<file path="src/hdl/ps2hq_pkg.sv">
`timescale 1ns / 1ps
`default_nettype none
// ----------------------------------------------------------------------------
// PS/2 host port package
// Shared opcodes, frame positions and the status word that flows down the
// pipeline.
// ----------------------------------------------------------------------------
package ps2hq_pkg;

  typedef enum logic [1:0] {
    OP_EDGE = 2'd0,
    OP_SEND = 2'd1,
    OP_POP  = 2'd2,
    OP_NOP  = 2'd3
  } ps2hq_op_e;

  localparam int unsigned BitPosW = 4;

  // Frame positions used by the bit counter.
  localparam logic [BitPosW-1:0] PosFirst  = 4'd1;
  localparam logic [BitPosW-1:0] PosRxLast = 4'd9;
  localparam logic [BitPosW-1:0] PosTxLast = 4'd8;
  localparam logic [BitPosW-1:0] PosParity = 4'd9;
  localparam logic [BitPosW-1:0] PosRxPar  = 4'd10;
  localparam logic [BitPosW-1:0] PosStop   = 4'd10;
  localparam logic [BitPosW-1:0] PosEnd    = 4'd11;

  typedef struct packed {
    logic drive_data_low;
    logic request_to_send;
    logic send_rejected;
    logic sending;
    logic send_done;
    logic code_queued;
    logic parity_error;
    logic queue_overflow;
    logic popped_valid;
    logic queue_empty;
  } ps2hq_status_t;

endpackage : ps2hq_pkg
`default_nettype wire

</file>
<file path="src/hdl/ps2hq_ring.sv">
`timescale 1ns / 1ps
`default_nettype none
// ----------------------------------------------------------------------------
// Scancode ring memory
// One write port and one read port, read data registered.
// ----------------------------------------------------------------------------
module ps2hq_ring #(
  parameter int unsigned QUEUE_DEPTH = 16,
  parameter int unsigned PtrW        = 4
) (
  input  wire logic            clk_i,
  input  wire logic            wr_en_i,
  input  wire logic [PtrW-1:0] wr_addr_i,
  input  wire logic [7:0]      wr_data_i,
  input  wire logic            rd_en_i,
  input  wire logic [PtrW-1:0] rd_addr_i,
  output logic      [7:0]      rd_data_o
);

  logic [7:0] mem_q [QUEUE_DEPTH];
  logic [7:0] rd_data_q;

  always_ff @(posedge clk_i) begin
    if (wr_en_i) begin
      mem_q[wr_addr_i] <= wr_data_i;
    end
  end

  always_ff @(posedge clk_i) begin
    if (rd_en_i) begin
      rd_data_q <= mem_q[rd_addr_i];
    end
  end

  assign rd_data_o = rd_data_q;

endmodule : ps2hq_ring
`default_nettype wire

</file>
<file path="src/hdl/ps2hq_frame.sv">
`timescale 1ns / 1ps
`default_nettype none
// ----------------------------------------------------------------------------
// PS/2 frame engine
// Bit counter, shift byte, parity and ring pointers; issues ring accesses
// and forms the status word of each accepted word.
// ----------------------------------------------------------------------------
module ps2hq_frame #(
  parameter int unsigned QUEUE_DEPTH = 16,
  parameter int unsigned PtrW        = 4
) (
  input  wire logic                    clk_i,
  input  wire logic                    rst_ni,
  input  wire logic                    fire_i,
  input  wire logic [1:0]              opcode_i,
  input  wire logic                    data_line_i,
  input  wire logic [7:0]              send_byte_i,
  output ps2hq_pkg::ps2hq_status_t     status_o,
  output logic                         wr_en_o,
  output logic      [PtrW-1:0]         wr_addr_o,
  output logic      [7:0]              wr_data_o,
  output logic                         rd_en_o,
  output logic      [PtrW-1:0]         rd_addr_o
);
  import ps2hq_pkg::*;

  localparam logic [PtrW-1:0] PtrLast = PtrW'(QUEUE_DEPTH - 1);

  logic [BitPosW-1:0] bit_pos_q, bit_pos_d, pos;
  logic               parity_q, parity_d;
  logic [7:0]         shift_q, shift_d;
  logic               rx_par_q, rx_par_d;
  logic               active_q, active_d;
  logic               pull_q, pull_d;
  logic [PtrW-1:0]    wr_ptr_q, wr_ptr_d, wr_ptr_inc;
  logic [PtrW-1:0]    rd_ptr_q, rd_ptr_d, rd_ptr_inc;
  logic [2:0]         tx_idx, rx_idx;
  ps2hq_op_e          op;

  assign op         = ps2hq_op_e'(opcode_i);
  assign wr_ptr_inc = (wr_ptr_q == PtrLast) ? '0 : wr_ptr_q + PtrW'(1);
  assign rd_ptr_inc = (rd_ptr_q == PtrLast) ? '0 : rd_ptr_q + PtrW'(1);
  assign tx_idx     = 3'(bit_pos_q - PosFirst);
  assign rx_idx     = 3'(bit_pos_q - 4'd2);

  always_comb begin
    bit_pos_d = bit_pos_q;
    parity_d  = parity_q;
    shift_d   = shift_q;
    rx_par_d  = rx_par_q;
    active_d  = active_q;
    pull_d    = pull_q;
    wr_ptr_d  = wr_ptr_q;
    rd_ptr_d  = rd_ptr_q;
    pos       = bit_pos_q;
    wr_en_o   = 1'b0;
    rd_en_o   = 1'b0;
    status_o  = '0;

    unique case (op)
      OP_EDGE: begin
        if (active_q) begin
          if (bit_pos_q >= PosFirst && bit_pos_q <= PosTxLast) begin
            if (shift_q[tx_idx]) begin
              pull_d   = 1'b0;
              parity_d = ~parity_q;
            end else begin
              pull_d = 1'b1;
            end
          end else if (bit_pos_q == PosParity) begin
            pull_d = parity_q;
          end else if (bit_pos_q == PosStop) begin
            pull_d = 1'b0;
          end else if (bit_pos_q == PosEnd) begin
            shift_d            = '0;
            parity_d           = 1'b0;
            active_d           = 1'b0;
            pos                = '0;
            status_o.send_done = 1'b1;
          end
        end else begin
          if (bit_pos_q >= 4'd2 && bit_pos_q <= PosRxLast) begin
            if (data_line_i) begin
              shift_d[rx_idx] = 1'b1;
              parity_d        = ~parity_q;
            end
          end else if (bit_pos_q == PosRxPar) begin
            rx_par_d = data_line_i;
          end else if (bit_pos_q == PosEnd) begin
            if (rx_par_q ^ parity_q) begin
              if (wr_ptr_inc != rd_ptr_q) begin
                wr_en_o              = 1'b1;
                wr_ptr_d             = wr_ptr_inc;
                status_o.code_queued = 1'b1;
              end else begin
                status_o.queue_overflow = 1'b1;
              end
            end else begin
              status_o.parity_error = 1'b1;
            end
            shift_d  = '0;
            rx_par_d = 1'b0;
            parity_d = 1'b0;
            pos      = '0;
          end
        end
        bit_pos_d = pos + BitPosW'(1);
      end
      OP_SEND: begin
        if (active_q) begin
          status_o.send_rejected = 1'b1;
        end else begin
          bit_pos_d                = PosFirst;
          parity_d                 = 1'b0;
          shift_d                  = send_byte_i;
          active_d                 = 1'b1;
          pull_d                   = 1'b1;
          status_o.request_to_send = 1'b1;
        end
      end
      OP_POP: begin
        if (wr_ptr_q != rd_ptr_q) begin
          rd_en_o               = 1'b1;
          rd_ptr_d              = rd_ptr_inc;
          status_o.popped_valid = 1'b1;
        end
      end
      OP_NOP: begin
      end
      default: begin
      end
    endcase

    status_o.drive_data_low = pull_d;
    status_o.sending        = active_d;
    status_o.queue_empty    = (wr_ptr_d == rd_ptr_d);

    // Ring accesses and the status word only count for an accepted word.
    wr_en_o = wr_en_o & fire_i;
    rd_en_o = rd_en_o & fire_i;
  end

  assign wr_addr_o = wr_ptr_q;
  assign wr_data_o = shift_q;
  assign rd_addr_o = rd_ptr_q;

  always_ff @(posedge clk_i or negedge rst_ni) begin
    if (!rst_ni) begin
      bit_pos_q <= PosFirst;
      parity_q  <= 1'b0;
      shift_q   <= '0;
      rx_par_q  <= 1'b0;
      active_q  <= 1'b0;
      pull_q    <= 1'b0;
      wr_ptr_q  <= '0;
      rd_ptr_q  <= '0;
    end else if (fire_i) begin
      bit_pos_q <= bit_pos_d;
      parity_q  <= parity_d;
      shift_q   <= shift_d;
      rx_par_q  <= rx_par_d;
      active_q  <= active_d;
      pull_q    <= pull_d;
      wr_ptr_q  <= wr_ptr_d;
      rd_ptr_q  <= rd_ptr_d;
    end
  end

endmodule : ps2hq_frame
`default_nettype wire

</file>
<file path="src/hdl/ps2_host_port_with_queue.sv">
`timescale 1ns / 1ps
`default_nettype none
// Pipeline: an accepted word's status is registered in stage one while the
// ring read is in flight, then in the output register that drives the ports.
// Throughput: one word per cycle unless the consumer stalls, as the frame
// update is combinational and the read of the ring is registered.
// Reset: bit counter to 1, pointers, flags and pipeline valids cleared;
// the ring contents are not cleared and need no clearing pass.
// ----------------------------------------------------------------------------
// PS/2 host port with scancode queue
// Receives and sends PS/2 frames one device clock edge at a time and keeps
// received scancodes in a ring memory that the user pops.
// ----------------------------------------------------------------------------
module ps2_host_port_with_queue #(
  parameter int unsigned QUEUE_DEPTH = 16
) (
  input  wire logic       clk_i,
  input  wire logic       rst_ni,
  // Input channel
  input  wire logic       in_valid_i,
  output logic            in_ready_o,
  input  wire logic [1:0] opcode_i,
  input  wire logic       data_line_i,
  input  wire logic [7:0] send_byte_i,
  // Result channel
  output logic            out_valid_o,
  input  wire logic       out_ready_i,
  output logic            drive_data_low_o,
  output logic            request_to_send_o,
  output logic            send_rejected_o,
  output logic            sending_o,
  output logic            send_done_o,
  output logic            code_queued_o,
  output logic            parity_error_o,
  output logic            queue_overflow_o,
  output logic      [7:0] popped_code_o,
  output logic            popped_valid_o,
  output logic            queue_empty_o
);
  import ps2hq_pkg::*;

  // Pointer width covers every ring entry; a depth of two still needs one bit.
  localparam int unsigned PtrW = (QUEUE_DEPTH > 2) ? $clog2(QUEUE_DEPTH) : 1;

  logic            in_fire;
  logic            s1_adv;
  ps2hq_status_t   status;
  logic            wr_en, rd_en;
  logic [PtrW-1:0] wr_addr, rd_addr;
  logic [7:0]      wr_data, rd_data;

  // Stage one holds the status word while the ring read is in flight; the
  // output stage holds a finished word until the consumer takes it.
  logic            s1_vld_q;
  ps2hq_status_t   s1_stat_q;
  logic            out_vld_q;
  ps2hq_status_t   out_stat_q;
  logic [7:0]      out_code_q;

  // Stage one moves on whenever the output register is free or being drained,
  // so a new word enters every cycle unless the consumer stalls.
  assign s1_adv     = !out_vld_q || out_ready_i;
  assign in_ready_o = !s1_vld_q || s1_adv;
  assign in_fire    = in_valid_i && in_ready_o;

  ps2hq_frame #(
    .QUEUE_DEPTH(QUEUE_DEPTH),
    .PtrW       (PtrW)
  ) u_frame (
    .clk_i      (clk_i),
    .rst_ni     (rst_ni),
    .fire_i     (in_fire),
    .opcode_i   (opcode_i),
    .data_line_i(data_line_i),
    .send_byte_i(send_byte_i),
    .status_o   (status),
    .wr_en_o    (wr_en),
    .wr_addr_o  (wr_addr),
    .wr_data_o  (wr_data),
    .rd_en_o    (rd_en),
    .rd_addr_o  (rd_addr)
  );

  // A pop only reads an entry whose write was committed at an earlier edge,
  // and a word is either a write or a read, so no forwarding is needed. The
  // read register is only loaded on an accepted pop, so it holds while
  // stage one is stalled.
  ps2hq_ring #(
    .QUEUE_DEPTH(QUEUE_DEPTH),
    .PtrW       (PtrW)
  ) u_ring (
    .clk_i    (clk_i),
    .wr_en_i  (wr_en),
    .wr_addr_i(wr_addr),
    .wr_data_i(wr_data),
    .rd_en_i  (rd_en),
    .rd_addr_i(rd_addr),
    .rd_data_o(rd_data)
  );

  always_ff @(posedge clk_i or negedge rst_ni) begin
    if (!rst_ni) begin
      s1_vld_q <= 1'b0;
    end else if (in_fire) begin
      s1_vld_q <= 1'b1;
    end else if (s1_adv) begin
      s1_vld_q <= 1'b0;
    end
  end

  always_ff @(posedge clk_i) begin
    if (in_fire) begin
      s1_stat_q <= status;
    end
  end

  always_ff @(posedge clk_i or negedge rst_ni) begin
    if (!rst_ni) begin
      out_vld_q <= 1'b0;
    end else if (s1_adv) begin
      out_vld_q <= s1_vld_q;
    end
  end

  // Steps that are not successful pops report a zero code.
  always_ff @(posedge clk_i) begin
    if (s1_adv && s1_vld_q) begin
      out_stat_q <= s1_stat_q;
      out_code_q <= s1_stat_q.popped_valid ? rd_data : 8'd0;
    end
  end

  assign out_valid_o       = out_vld_q;
  assign drive_data_low_o  = out_stat_q.drive_data_low;
  assign request_to_send_o = out_stat_q.request_to_send;
  assign send_rejected_o   = out_stat_q.send_rejected;
  assign sending_o         = out_stat_q.sending;
  assign send_done_o       = out_stat_q.send_done;
  assign code_queued_o     = out_stat_q.code_queued;
  assign parity_error_o    = out_stat_q.parity_error;
  assign queue_overflow_o  = out_stat_q.queue_overflow;
  assign popped_code_o     = out_code_q;
  assign popped_valid_o    = out_stat_q.popped_valid;
  assign queue_empty_o     = out_stat_q.queue_empty;

endmodule : ps2_host_port_with_queue
`default_nettype wire

</file>
<file path="config.mk">
export PLATFORM = sky130hd
export DESIGN_NAME = ps2_host_port_with_queue
export DESIGN_NICKNAME = d
export VERILOG_FILES = /design/src/hdl/ps2hq_pkg.sv /design/src/hdl/ps2hq_ring.sv /design/src/hdl/ps2hq_frame.sv /design/src/hdl/ps2_host_port_with_queue.sv
export SDC_FILE = /design/constraint.sdc
export NUM_CORES = 1
export LEC_CHECK = 0
export BUFFER_PORTS_ARGS = -buffer_cell sky130_fd_sc_hd__buf_2
export CORE_ASPECT_RATIO = 2
export CORE_UTILIZATION = 55
export CTS_CLUSTER_SIZE = 24
export DETAILED_ROUTE_END_ITERATION = 12
export PLACE_DENSITY = 0.75
export SETUP_SLACK_MARGIN = 0.2
export SKIP_CTS_REPAIR_TIMING = 1
export SYNTH_ARGS = -nofsm -noshare
export SYNTH_HDL_FRONTEND = slang
export SYNTH_SLANG_ARGS = --single-unit
</file>
<file path="constraint.sdc">
create_clock -name clk_i -period 4 [get_ports clk_i]
set_input_delay 1 -clock clk_i [delete_from_list [all_inputs] [get_ports clk_i]]
set_output_delay 1 -clock clk_i [all_outputs]
set_load 0.005 [all_outputs]
</file>
==> results of run 1 <==
-- placed cells by master, fill, tap and decap left out, types with 12 or more instances in the layout --
master       n
o21ai_0     13
a22o_1      13
nand2_1     27
buf_2       34
clkbuf_16   17
nor2_1      23
dfrtp_1     24
edfxtp_1   164
mux4_2      42
and2_1      12
-- power breakdown --
part / leakage, nW / switching (W) / total [W] / internal [W]
Combinational: 1.00 / 0.000619 / 0.00126 / 0.000637
Clock: 0.286 / 0.000747 / 0.00163 / 0.000880
Sequential: 1.81 / 0.000280 / 0.00269 / 0.00241
-- final timing paths --
| kind | from | end | cells past startpoint |
|---|---|---|---|
| worst min-delay path | s1_stat_q[6] | sending_o | 0 |
| worst max-delay path | u_frame.bit_pos_q[0] | u_ring.mem_q[5][0] | 9 |
| worst max register to register | u_frame.bit_pos_q[0] | u_ring.mem_q[5][0] | 9 |
| worst min register to register | s1_stat_q[6] | sending_o | 0 |
| max in group asynchronous | rst_ni | u_frame.rd_addr_o[0] | 1 |
| min in group asynchronous | rst_ni | s1_vld_q | 1 |
-- per-layer routing --
| metal | GRT usage (%) | share of wire, % | up-vias |
|---|---|---|---|
| met4 | 9.631 | 2.2 | 0 |
| met1 | 26.44 | 34 | 2230 |
| met5 | 0 | 0 | - |
| li1 | - | - | 1926 |
| met3 | 3.714 | 3.2 | 20 |
| met2 | 47.25 | 61 | 130 |
-- critical path: stages (launching register included) --
cell and delay [ns]:
dfstp_2 0.63, inv_1 0.15, ha_1 0.27, nor3_1 0.22
o221a_2 0.28, nand4_1 0.18, a21oi_4 0.27, and2_1 0.40
nand2_2 0.16, nor2_1 0.60
-- cell type report --
| class | instances | area [sq um] | share of cell area (%) |
|---|---|---|---|
| inverter | 7 | 26.28 | 0.2895 |
| timing repair buffer | 45 | 252.7 | 2.784 |
| clock inverter | 15 | 153.9 | 1.695 |
| tap | 192 | 240.2 | 2.646 |
| clock buffer | 17 | 425.4 | 4.686 |
| sequential | 190 | 5578 | 61.45 |
| multi-input combinational | 249 | 2401 | 26.45 |
-- metrics by stage --
step | setup slack (ns) | area, sq um | power (W) | utilization [%]
after floorplan | 0.7538 | 8099 | 0.003569 | -
after global placement | 0.6105 | 8498 | 0.003958 | 59.22
after detailed placement | 0.5055 | 8498 | 0.003997 | 59.22
after CTS | 0.4953 | 9077 | 0.005608 | 63.25
after global routing | 0.2015 | 9077 | 0.005777 | 63.25
final | 0.4720 | 9077 | 0.005573 | 63.25
-- state kept, by name, indices dropped and copies added, names as in the netlist, 4 cells and up --
signal,flops
u_ring.rd_data_o,8
u_ring.mem_q,128
s1_stat_q,10
u_frame.rd_addr_o,4
u_frame.wr_addr_o,4
popped_code_o,8
u_frame.wr_data_o,8
u_frame.bit_pos_q,4
-- cells by family after synthesis --
kind of cell             Yosys count  synth area share, %
flip-flops                       190                68.86
AND/OR/NAND/NOR                  110                7.060
AO/OA/AOI/OAI                     59                5.901
multiplexers                      53                13.12
buffers and inverters             26                1.498
XOR/XNOR                          17                2.024
adder cells (fa/ha/maj)           10                1.545
==> run summary, run 1 <==
CTS buffer count -> 17
routed vias/inst -> 6.022
Fin Setup TNS -> 0 ns
Initial Util -> 56.43%
# port buffers -> 34
root buf cell -> clkbuf_16
PwrDens -> 613.9 nW/um^2
Die X -> 87.81 microns
Die Height -> 173.6 microns
Synth area leader -> edfxtp_1
status -> completed
Synth Instances -> 465
wirelength, routed -> 17270 microns
Post-synth EDFFs -> 164
register area share after synthesis -> 68.86%
Yosys top cell area share -> 60.81%
Worst Setup End Kind -> flop
wire length per cell -> 24.16 microns
Mapped Avg Cell Area -> 17.42 sq um
Critical Path AT -> 3.58 ns
Synth Flop Type -> edfxtp_1
remaining antenna violation count after routing -> 0
Initial DRC Count -> 300
die area -> 15240 sq um
Pre-antenna DRT Iters -> 4
clock tree buffer depth -> 2
Slew @ Worst Pin -> 0.9003 ns
GPL Wtd Cong -> 0.8855
Placed Cells -> 683
CTS tree -> yes
CTS sink count -> 190
FILL cells -> 1011
# Max-Cap Violations -> 0
f_max -> 0.2834 GHz
fin. max-slew vios -> 0
flops & latches, synth -> 190
CTS clk-pin slew, worst paths -> 0.08 ns
startpoint types -> flop
crit path kind -> flop to flop
most common cell in the netlist -> edfxtp_1
# diodes -> 0
Ys Warns -> 0
largest net degree at the start of global routing -> 39
GRT Residual Overflow -> 0
worst reg2reg setup slack -> 0.47 ns
gr usage total -> 24.87%
Residual DRC -> 0
post-synth net total -> 490
layout cell share with drive strength beyond 1 -> 27.72%
vias in the first global route -> 4467
Mapped Area -> 8099 sq um
IO Count -> 35
FP Rows -> 62
CP Data Required Time -> 4.05 ns
antenna violations before repair -> 0
final setup violating endpoints -> 0
Post-layout nets -> 535
DP Wirelength -> 12420 microns
fin crit period -> 3.528 ns
final hold vios -> 0
worst vdd rail ir drop -> 0.3610 mV
LEAKAGE -> 3.100 nW
via count -> 4306
CTS H-tree depth -> 4
first-pass GRT wire length -> 26350 microns
Synth area leaders -> edfxtp_1, mux4_2, dfrtp_1
Non-Filler Instances -> 715
worst skew pair latency -> 0.42 ns
crit path max fanout -> 10
hold_ws -> 0.4245 ns
RSZ-0062 raised after global routing -> false
worst min path class -> flop to flop
Async S/R FF share, synth -> 13.68%
area growth from synthesis to layout -> 12.08%
core area -> 14350 sq um
Tcrit/Tclk final -> 88.20%
Setup Skew -> 0.01023 ns
Yosys cell types -> 52
Synth top cells by count -> edfxtp_1, mux4_2, nand2_1
relative slew slack -> 39.98%
No activity file was read; power rests on OpenSTA's default activity.
==> run 2, diff against run 1 <==
==> constraint.sdc (replaced) <==
create_clock -name clk_i -period 3.6 [get_ports clk_i]
set_input_delay 0.9 -clock clk_i [delete_from_list [all_inputs] [get_ports clk_i]]
set_output_delay 0.9 -clock clk_i [all_outputs]
set_load 0.005 [all_outputs]
==> run summary, run 2 (synthesis gave the netlist of run 1 again) <==
status -> completed
gr usage total -> 25.62%
fin. max-slew vios -> 0
CTS tree -> yes
Initial Util -> 56.43%
Critical Path AT -> 3.35 ns
f_max -> 0.3116 GHz
worst skew pair latency -> 0.44 ns
Die Height -> 173.6 microns
crit path max fanout -> 9
IO Count -> 35
max reg flops -> 128
Slew @ Worst Pin -> 0.9278 ns
GPL Wtd Cong -> 0.8616
final core occ -> 63.94%
DP Area -> 8603 sq um
area growth from synthesis to layout -> 13.30%
core area -> 14350 sq um
Non-Filler Instances -> 728
CTS buffer count -> 17
crit path kind -> flop to flop
fin crit period -> 3.209 ns
vias in the first global route -> 4593
largest net degree at the start of global routing -> 38
Setup Skew -> 0.01378 ns
Pre-antenna DRT Iters -> 4
Sw Share -> 28.56%
RSZ-0062 raised after global routing -> false
worst vdd rail ir drop -> 0.4186 mV
wire length per cell -> 24.04 microns
CP Data Required Time -> 3.74 ns
via count -> 4344
Top Registers -> u_ring.mem_q: 128 flops, s1_stat_q: 10 flops
PwrDens -> 673.9 nW/um^2
CTS H-tree depth -> 4
commonest non-fill, non-tap cell in the layout -> edfxtp_1
root buf cell -> clkbuf_16
FP Rows -> 62
LEAKAGE -> 3.162 nW
most frequent cells in the layout -> edfxtp_1, mux4_2, buf_2
# diodes -> 0
Initial DRC Count -> 340
remaining antenna violation count after routing -> 0
cell-internal power -> 0.004418 W
worst min path class -> flop to flop
# port buffers -> 34
design area -> 9176 sq um
Tcrit/Tclk final -> 89.14%
startpoint types -> flop
Die X -> 87.81 microns
Fin Setup TNS -> 0 ns
relative slew slack -> 38.15%
layout cell share with drive strength beyond 1 -> 29.66%
power share of the combinational group -> 22.9%
wirelength, routed -> 17500 microns
routed vias/inst -> 5.967
DP Wirelength -> 12680 microns
final setup violating endpoints -> 0
CTS sink count -> 190
largest reg by FF count -> u_ring.mem_q
Post-layout nets -> 549
clock tree buffer depth -> 2
GRT Residual Overflow -> 0
Clk network pwr share -> 29.1%
CTS clk-pin slew, worst paths -> 0.07 ns
Residual DRC -> 0
# Max-Cap Violations -> 0
total design power -> 0.006184 W
switching power -> 0.001766 W
antenna violations before repair -> 0
Worst Setup End Kind -> flop
Placed Cells -> 697
Seq pwr share -> 47.9%
first-pass GRT wire length -> 26700 microns
die area -> 15240 sq um
final hold vios -> 0
-- run 2: critical path, stage by stage, from the launching register on --
cell and delay (ns):
dfstp_2 0.63, inv_1 0.15, ha_1 0.27, nor3_1 0.21, o221a_2 0.28, nand4_1 0.18, a21oi_4 0.26, and2_1 0.27
nand2_2 0.12, nor3_1 0.30, buf_4 0.24
-- run 2: metal layers --
| layer | vias up | track usage, % | part of all wire (%) |
|---|---|---|---|
| met1 | 2235 | 24.94 | 32 |
| met2 | 122 | 49.22 | 61 |
| met4 | 0 | 12.23 | 3.6 |
| met3 | 34 | 4.571 | 3.3 |
| met5 | - | 0 | 0 |
| li1 | 1953 | - | - |
-- run 2: final cells by class --
type,instances,area [sq um]
timing repair buffer,59,357.8
clock buffer,18,429.2
inverter,7,26.28
fill,1049,5175
multi-input combinational,249,2404
tap,192,240.2
clock inverter,13,141.4
sequential,190,5578
-- run 2: stage by stage --
stage / worst slack [ns] / hold WS [ns]
after floorplan: 0.4538 / 0.4003
after global placement: 0.5581 / 0.4059
after detailed placement: 0.4181 / 0.4082
after CTS: 0.4023 / 0.4231
after global routing: 0.2095 / 0.4232
final: 0.3909 / 0.4193
-- run 2: path summary, 6_finish.rpt --
path	cells after the start	slack (ns)	start	end
setup reg to reg	10	0.39	u_frame.bit_pos_q[0]	u_ring.mem_q[1][2]
hold reg to reg	0	0.42	s1_stat_q[0]	queue_empty_o
max in group asynchronous	1	2.68	rst_ni	u_frame.rd_addr_o[0]
setup / recovery	10	0.39	u_frame.bit_pos_q[0]	u_ring.mem_q[1][2]
min in group asynchronous	1	0.48	rst_ni	out_valid_o
hold / removal	0	0.42	s1_stat_q[0]	queue_empty_o
-- run 2: power by group through the flow --
stage / clock, W / sequential (W) / combinational [W]
6_report: 0.00180 / 0.00296 / 0.00142
5_1_grt: 0.00191 / 0.00300 / 0.00152
4_1_cts: 0.00182 / 0.00297 / 0.00144
3_5_place_dp: 0 / 0.00302 / 0.00144
3_3_place_gp: 0 / 0.00300 / 0.00141
2_1_floorplan: 0 / 0.00287 / 0.00110
==> run 3, diff against run 2 <==
--- a/config.mk
+++ b/config.mk
@@ -8,6 +8,7 @@
 export BUFFER_PORTS_ARGS = -buffer_cell sky130_fd_sc_hd__buf_2
 export CORE_ASPECT_RATIO = 2
 export CORE_UTILIZATION = 55
+export CTS_BUF_LIST = sky130_fd_sc_hd__clkbuf_16
 export CTS_CLUSTER_SIZE = 24
 export DETAILED_ROUTE_END_ITERATION = 12
 export PLACE_DENSITY = 0.75
==> run summary, run 3 (synthesis gave the netlist of run 1 again) <==
CTS clk-pin slew, worst paths -> 0.07 ns
Top Registers -> u_ring.mem_q: 128 flops, s1_stat_q: 10 flops
Die Height -> 173.6 microns
Critical Path AT -> 3.35 ns
Initial DRC Count -> 340
status -> completed
root buf cell -> clkbuf_16
crit path max fanout -> 9
GPL Wtd Cong -> 0.8616
remaining antenna violation count after routing -> 0
layout cell share with drive strength beyond 1 -> 29.66%
clock tree buffer depth -> 2
vias in the first global route -> 4593
CTS buffer count -> 17
largest net degree at the start of global routing -> 38
fin crit period -> 3.212 ns
f_max -> 0.3113 GHz
Pre-antenna DRT Iters -> 4
most frequent cells in the layout -> edfxtp_1, mux4_2, buf_2
Initial Util -> 56.43%
Setup Skew -> 0.01307 ns
Post-Place Setup Slack -> 0.4181 ns
Slew @ Worst Pin -> 0.9148 ns
Worst Setup End Kind -> flop
largest reg by FF count -> u_ring.mem_q
via count -> 4343
hold_ws -> 0.4214 ns
FP Rows -> 62
wire length per cell -> 24.12 microns
routed vias/inst -> 5.966
die area -> 15240 sq um
CTS H-tree depth -> 4
hold depth -> 0
Tcrit/Tclk final -> 89.22%
startpoint types -> flop
setup ws final -> 0.3881 ns
worst vdd rail ir drop -> 0.4192 mV
# port buffers -> 34
IO Count -> 35
gr usage total -> 25.62%
CTS sink count -> 190
Fin Setup TNS -> 0 ns
core area -> 14350 sq um
CTS tree -> yes
fin. max-slew vios -> 0
area growth from synthesis to layout -> 13.30%
DP Wirelength -> 12680 microns
total design power -> 0.006188 W
crit path kind -> flop to flop
max reg flops -> 128
worst skew pair latency -> 0.43 ns
final setup violating endpoints -> 0
antenna violations before repair -> 0
R2R depth -> 10
PwrDens -> 674.3 nW/um^2
first-pass GRT wire length -> 26700 microns
relative slew slack -> 39.01%
RSZ-0062 raised after global routing -> false
Die X -> 87.81 microns
# diodes -> 0
Residual DRC -> 0
LEAKAGE -> 3.167 nW
FILL cells -> 1049
commonest non-fill, non-tap cell in the layout -> edfxtp_1
GRT Residual Overflow -> 0
# Max-Cap Violations -> 0
wirelength, routed -> 17560 microns
worst min path class -> flop to flop
final hold vios -> 0
Post-layout nets -> 549
CP Data Required Time -> 3.74 ns
## run 3: cell count changes in the layout (fill, tap and decap cells not counted), sizes merged
cell / change
clkbuf: -1
inv: +1
## run 3: area by class of cell
class / instances / area [sq um] / share of cell area, %
Sequential cell: 190 / 5578 / 60.79
Multi-Input combinational cell: 249 / 2404 / 26.19
Clock buffer: 17 / 425.4 / 4.636
Timing Repair Buffer: 59 / 357.8 / 3.900
Tap cell: 192 / 240.2 / 2.618
Clock inverter: 14 / 145.1 / 1.582
Inverter: 7 / 26.28 / 0.2863
## run 3: worst paths after layout
path / start / end / slack (ns)
worst max-delay path: u_frame.bit_pos_q[0] / u_ring.mem_q[1][2] / 0.39
worst min-delay path: s1_stat_q[0] / queue_empty_o / 0.42
worst max register to register: u_frame.bit_pos_q[0] / u_ring.mem_q[1][2] / 0.39
worst min register to register: s1_stat_q[0] / queue_empty_o / 0.42
max in group asynchronous: rst_ni / u_frame.rd_addr_o[0] / 2.66
min in group asynchronous: rst_ni / out_valid_o / 0.49
## run 3: worst max-delay path, stage by stage, from the launching register on
cell and delay (ns):
dfstp_2 0.63, inv_1 0.15, ha_1 0.27, nor3_1 0.21, o221a_2 0.28, nand4_1 0.18, a21oi_4 0.26, and2_1 0.28
nand2_2 0.12, nor3_1 0.31, buf_4 0.24
## run 3: power by group
group          internal (W)  switching, W
registers           0.00268      0.000287
logic              0.000718      0.000701
clock network       0.00102      0.000784
total               0.00442       0.00177
## run 3: per-stage QoR
step                      instance area (sq um)  cells  util [%]
after detailed placement                   8603    697     59.95
final                                      9176    728     63.94
after floorplan                            8099    465         -
after CTS                                  9174    728     63.92
after global placement                     8603    697     59.95
after global routing                       9176    728     63.94
## run 3: metal layers
layer	global-route usage [%]	wire length, microns	share of wire [%]	up-vias
met5	0	0	0	-
met4	12.23	582	3.3	0
met3	4.571	594	3.4	27
met2	49.22	10790	61	123
met1	24.94	5585	32	2241
li1	-	-	-	1952
